File: config.mk
export PLATFORM = sky130hd
export DESIGN_NAME = lgtr_front_flat
export DESIGN_NICKNAME = d
export VERILOG_FILES = /design/src/rtl/core/lgtr_pkg.sv /design/src/rtl/core/lgtr_token_if.sv /design/src/rtl/core/lgtr_front.sv /design/src/flat_wrapper.sv
export SDC_FILE = /design/constraint.sdc
export NUM_CORES = 1
export LEC_CHECK = 0
export ABC_AREA = 1
export BUFFER_PORTS_ARGS = -buffer_cell sky130_fd_sc_hd__buf_2
export CORE_ASPECT_RATIO = 1.5
export CORE_UTILIZATION = 50
export DETAILED_ROUTE_END_ITERATION = 7
export PLACE_DENSITY = 0.76
export SLEW_MARGIN = 0
export SYNTH_ARGS = -nofsm -noshare
export SYNTH_HDL_FRONTEND = slang
export SYNTH_SLANG_ARGS = --single-unit
File: constraint.sdc
create_clock -name clk -period 5.7 [get_ports clk]
set_input_delay 0.57 -clock clk [delete_from_list [all_inputs] [get_ports clk]]
set_output_delay 0.57 -clock clk [all_outputs]
set_load 0.05 [all_outputs]
File: src/rtl/core/lgtr_pkg.sv
`timescale 1ns / 1ps
`default_nettype none
package lgtr_pkg;
  localparam int unsigned TOPIC_W = 5;
  localparam int unsigned STATUS_W = 2;
  localparam int unsigned CFG_IDX_W = 2;
  localparam int unsigned CFG_DATA_W = 16;

  localparam logic [CFG_IDX_W-1:0] REG_TOPICS = 2'd0;
  localparam logic [CFG_IDX_W-1:0] REG_WORDS  = 2'd1;
  localparam logic [CFG_IDX_W-1:0] REG_ALPHA  = 2'd2;
  localparam logic [CFG_IDX_W-1:0] REG_BETA   = 2'd3;

  localparam logic [STATUS_W-1:0] ST_OK        = 2'd0;
  localparam logic [STATUS_W-1:0] ST_EMPTY_DOC = 2'd1;
  localparam logic [STATUS_W-1:0] ST_EMPTY_TOP = 2'd2;

  localparam logic OP_LOAD     = 1'b0;
  localparam logic OP_RESAMPLE = 1'b1;

  typedef struct packed {
    logic        operation;
    logic [11:0] doc_index;
    logic [12:0] word_index;
    logic [4:0]  current_topic;
    logic [15:0] random_fraction;
  } token_t;

  typedef struct packed {
    logic [TOPIC_W-1:0]  new_topic;
    logic [STATUS_W-1:0] status;
  } result_t;
endpackage
`default_nettype wire

File: src/rtl/core/lgtr_token_if.sv
`timescale 1ns / 1ps
`default_nettype none
interface lgtr_token_if;
  logic valid;
  logic ready;
  logic        operation;
  logic [11:0] doc_index;
  logic [12:0] word_index;
  logic [4:0]  current_topic;
  logic [15:0] random_fraction;
  modport source (output valid, operation, doc_index, word_index, current_topic,
    random_fraction, input ready);
  modport sink (input valid, operation, doc_index, word_index, current_topic,
    random_fraction, output ready);
endinterface
`default_nettype wire

File: src/rtl/core/lgtr_front.sv
`timescale 1ns / 1ps
`default_nettype none
module lgtr_front (
  input  wire logic clk,
  input  wire logic rst,
  lgtr_token_if.sink tok,
  output lgtr_pkg::token_t q_data,
  output logic q_valid,
  input  wire logic q_pop
);
  lgtr_pkg::token_t mem [2];
  logic wp, rp;
  logic [1:0] cnt;
  logic push;
  assign tok.ready = (cnt != 2'd2);
  assign push = tok.valid && tok.ready;
  assign q_valid = (cnt != 2'd0);
  assign q_data = mem[rp];
  always_ff @(posedge clk) begin
    if (push) begin
      mem[wp] <= '{tok.operation, tok.doc_index, tok.word_index, tok.current_topic,
                   tok.random_fraction};
    end
    if (rst) begin
      wp <= 1'b0;
      rp <= 1'b0;
      cnt <= 2'd0;
    end else begin
      if (push) wp <= ~wp;
      if (q_pop) rp <= ~rp;
      cnt <= cnt + 2'(push) - 2'(q_pop);
    end
  end
endmodule
`default_nettype wire

File: src/flat_wrapper.sv
// flat-port wrapper written by rule: the top's interface ports become plain ports
module lgtr_front_flat 
  (clk, rst, q_data, q_valid, q_pop, tok_valid, tok_operation, tok_doc_index, tok_word_index, tok_current_topic, tok_random_fraction, tok_ready);
  lgtr_token_if tok_i ();
  input  wire logic clk;
  input  wire logic rst;
  output lgtr_pkg::token_t q_data;
  output logic q_valid;
  input  wire logic q_pop;
  input wire logic [$bits(tok_i.valid)-1:0] tok_valid;
  input wire logic [$bits(tok_i.operation)-1:0] tok_operation;
  input wire logic [$bits(tok_i.doc_index)-1:0] tok_doc_index;
  input wire logic [$bits(tok_i.word_index)-1:0] tok_word_index;
  input wire logic [$bits(tok_i.current_topic)-1:0] tok_current_topic;
  input wire logic [$bits(tok_i.random_fraction)-1:0] tok_random_fraction;
  output wire logic [$bits(tok_i.ready)-1:0] tok_ready;
  assign tok_i.valid = tok_valid;
  assign tok_i.operation = tok_operation;
  assign tok_i.doc_index = tok_doc_index;
  assign tok_i.word_index = tok_word_index;
  assign tok_i.current_topic = tok_current_topic;
  assign tok_i.random_fraction = tok_random_fraction;
  assign tok_ready = tok_i.ready;
  lgtr_front u_core (.clk(clk), .rst(rst), .tok(tok_i), .q_data(q_data), .q_valid(q_valid), .q_pop(q_pop));
endmodule
== Word-level counts from Yosys, hierarchy flattened ==
Memory sizes are Yosys's and may differ from the RTL's. A register that Yosys moved wholly into a read port is not among the register bits.
Cells that the tools add are included.
Word-level totals
  memory bits (writable): 94
  input bits: 51
  memories: 1
  logic and storage cells: 15
  bits in latches: 0
  register bits: 4
  memory bits (read-only): 0
  output and inout bits: 49
Operators by class
  bitwise logic cells: 2
  multiply operators: 0
  shifts and indexed selects: 0
  divide/modulo/power cells: 0
  reduce and logical (&&, ||, !) cells: 2
  order comparisons: 0
  multiplexer cells: 4
  equal/unequal tests: 1
  add/sub/neg operators: 2
Memories
  u_core.mem: words 2, width 47, rd ports 1, clocked after Yosys merged registers in 1, wr ports 1, line lgtr_front.sv:11  | lgtr_pkg::token_t mem [2];
Operators by type and width (count)
  $mux 1: 4
  $add 2x1->2: 1
  $ne 2x2->1 const B: 1
  $not 1->1: 2
  $reduce_bool 2->1: 1
  $sub 2x1->2: 1
  $logic_and 1x1->1: 1

== Depth between registers and ports, before layout ==
  depth in word-level cells: 4
  depth in mapped cells: 8
  gate-level depth less buffers: 8

== Least setup slack after synthesis ==
No wires, ideal clock.
  path type: register -> register
  from: register u_core.cnt[0]
  to: memory u_core.mem[0][0] (netlist bit) (enable)
  buffers on the path: 0
  path slack: 2.332 ns
  arrival time: 2.916 ns
  cell stages (with the launch flop): 5
  clock period less this slack: 3.368 ns
  cells stage by stage: dfxtp_1 inv_1 nand2_1 nand2_1 nor2_1
Between the ends
  longest elaborated chain between the ends: 4
RTL lines
  start, declared: line lgtr_front.sv:13  | logic [1:0] cnt;
  start signal, assigned: line lgtr_front.sv:31  | cnt <= cnt + 2'(push) - 2'(q_pop);
  $ne 2x2->1: line lgtr_front.sv:15  | assign tok.ready = (cnt != 2'd2);
  net tok_ready: line flat_wrapper.sv:16  | output wire logic [$bits(tok_i.ready)-1:0] tok_ready;
  $logic_and 1x1->1: line lgtr_front.sv:16  | assign push = tok.valid && tok.ready;
  $mux 1: line lgtr_front.sv:20  | if (push) begin
  $mux 1 (not written as such): line lgtr_front.sv:21  | mem[wp] <= '{tok.operation, tok.doc_index, tok.word_index, tok.current_topic,
  end, declared: line lgtr_front.sv:11
The timed path passes the listed nets, and every way through them passes these cells.

==> run metrics <==
outcome finished clean; syn_area_per_cell 20.9 sq um; largest net degree at the start of global routing 29; CP arrival 2.20 ns; vias 1,841; #FFs+latches synth 99; initial antenna violation count 0; synthesized instance count between 150 and 200; Tmin final approximately 2.8 ns; Worst Tran Pin Value 0.689 ns; clk slew on worst S/H paths around 0.080 ns; drt pass-1 iters 4; CTS hold repair buffers 0; worst min-delay path class in -> reg; post-CTS setup buffers 0; Synth area leaders edfxtp_1, mux2_4, mux2_2; Post-Syn Area 0.00374 sq mm; core area slightly above 0.007 sq mm; setup TNS 0 ns; Detail Route Antenna Nets 0; CTS Buf Count 9; register-to-register setup slack 3.69 ns; CTS tree yes; pins over their slew limit 0; Crit path required time 5.13 ns; total track usage 15.5%; # port buffers 99; DIE HEIGHT 108 um; register area share after synthesis between 70% and 80%; Initial Utilization about half; crit-path max FO 28; worst-path cell chain buf_4 -> mux2_2 -> buf_2; total gr overflow 0; CP endpoint kind primary output; number of diodes 0; Final Total Pwr roughly 1.7 mW; Layout area overhead 21.0%; H-Tree Depth 3; distinct cell type count after synthesis 14; Max Clk Rate around 360 MHz; Max IR drop VDD roughly 250 uV; delay of the slowest critical-path stage 0.68 ns; DP Wirelength 3.90 mm; Final setup viols 0; WL/cell 14.7 um; Root Driver clkbuf_8; commonest non-fill, non-tap cell in the layout buf_2; die width 72.6 um; R2R Path End u_core.mem[0][14]$_DFFE_PP_; WP buf/inv 2; vias per inst 4.70; placer congestion estimate 0.730; max_cap viols 0; Mapped Nets 231; Ports 100; DRT Wirelength between 5 and 6 mm; Final Instance Area roughly 0.0045 sq mm; first-pass GRT wire length between 8 and 9 mm; final hold vios 0; RSZ-0062 raised after global routing no; # resized after CTS 0; NumNets Final 339; synth warn 0; # DRC 0; number of global-route vias before repair 1,809; hold path cells 2; Leak Pwr 1.78 nW; layout cell share with drive strength beyond 1 between 50% and 60%; clock latency on the worst-skew pair 0.35 ns; dpl cell area roughly 0.0043 sq mm; Worst Clk Skew roughly 0.0079 ns; Worst path slowest cell dfxtp_2; TritonCTS sink count between 90 and 100; commonest cells after routing, fill and taps aside buf_2, edfxtp_1, mux2_4, mux2_2; Starting DRT DRC Count 71; crit share post-route 48.6%; Worst Reg-to-Reg Cells 5; PD cells 365 mW/mm^2; worst reg2reg startpoint u_core.cnt[0]$_SDFF_PP0_; Synth area leader edfxtp_1; Hold Path Origin rst; CP delay by family, top buffers and inverters; Max-Slew Margin vs Limit 53.9%; Clock Tree Buf Depth 2; top cell type's share of synthesized area 75.5%; row count 38; Setup CP Type reg -> out; die footprint 0.00783 sq mm; Critical Path Source Type flop
## metal layers
metal | global-route usage [%] | part of all wire, %
met1 | 16.7 | 40
met2 | 25.8 | 53
met4 | 9.80 | 2.9
met3 | 4.87 | 4.2
met5 | 0 | 0
## cell type report
cell class / instances / area [sq um]
Timing Repair Buffer: 102 / 518
Fill cell: 548 / 2700
Sequential cell: 99 / 2920
Inverter: 6 / 22.5
Clock inverter: 4 / 41.3
Clock buffer: 12 / 135
Tap cell: 100 / 125
Multi-Input combinational cell: 69 / 758
## cell usage after synthesis
cell type and count:
edfxtp_1 94, mux2_4 30, mux2_2 17, nand2_1 9, nor2_1 7, inv_1 6, dfxtp_1 5, buf_6 4
a21oi_1 2, buf_2 1, ha_1 1, nand3_1 1, o21ai_0 1, xnor2_1 1
## sequential cells by signal (all words and copies together), names as in the netlist, named ones only
signal / count
u_core.mem: 94
u_core.cnt: 2
u_core.rp: 1
u_core.wp: 1
## where the power goes
group	total (mW)	internal [mW]	leakage (nW)	switching, mW
clock	0.413	0.199	0.0871	0.213
combinational	0.357	0.109	0.774	0.248
sequential	0.884	0.863	0.917	0.0209
## logic make-up after synthesis
kind of cell | share of synthesized area (%)
buf+inv | 1.94
compound gates | 0.401
flops | 78.2
mux | 17.2
xor+xnor | 0.234
fa+ha+maj | 0.335
simple gates | 1.74
## how the worst max path moves through the flow
stage                             startpoint                         end  slack, ns  cells past startpoint
floorplan           u_core.cnt[0]$_SDFF_PP0_  u_core.mem[0][0]$_DFFE_PP_       2.33                      4
detailed placement                      flop                   q_data[0]       3.27                      3
global route                            flop                   q_data[0]       2.81                      3
global placement                        flop                  q_data[46]       3.32                      3
finish                                  flop                   q_data[0]       2.93                      3
CTS                                     flop                   q_data[0]       2.87                      3
## metrics by stage
step,setup slack [ns],cells,utilization [%],hold slack (ns)
after floorplan,2.33,179,-,0.474
after global placement,3.32,376,60.2,0.497
after detailed placement,3.27,376,60.2,0.507
after CTS,2.87,392,62.6,0.367
after global routing,2.81,392,62.6,0.375
final,2.93,392,62.6,0.389
## worst reg2reg max path: stages, from the launching register on
cell and delay (ns):
dfxtp_1 0.31, inv_1 0.06, nand2_1 0.11, nand2_1 0.17, nor2_4 0.57, buf_4 0.45
Power figures use the tool's default switching activity.
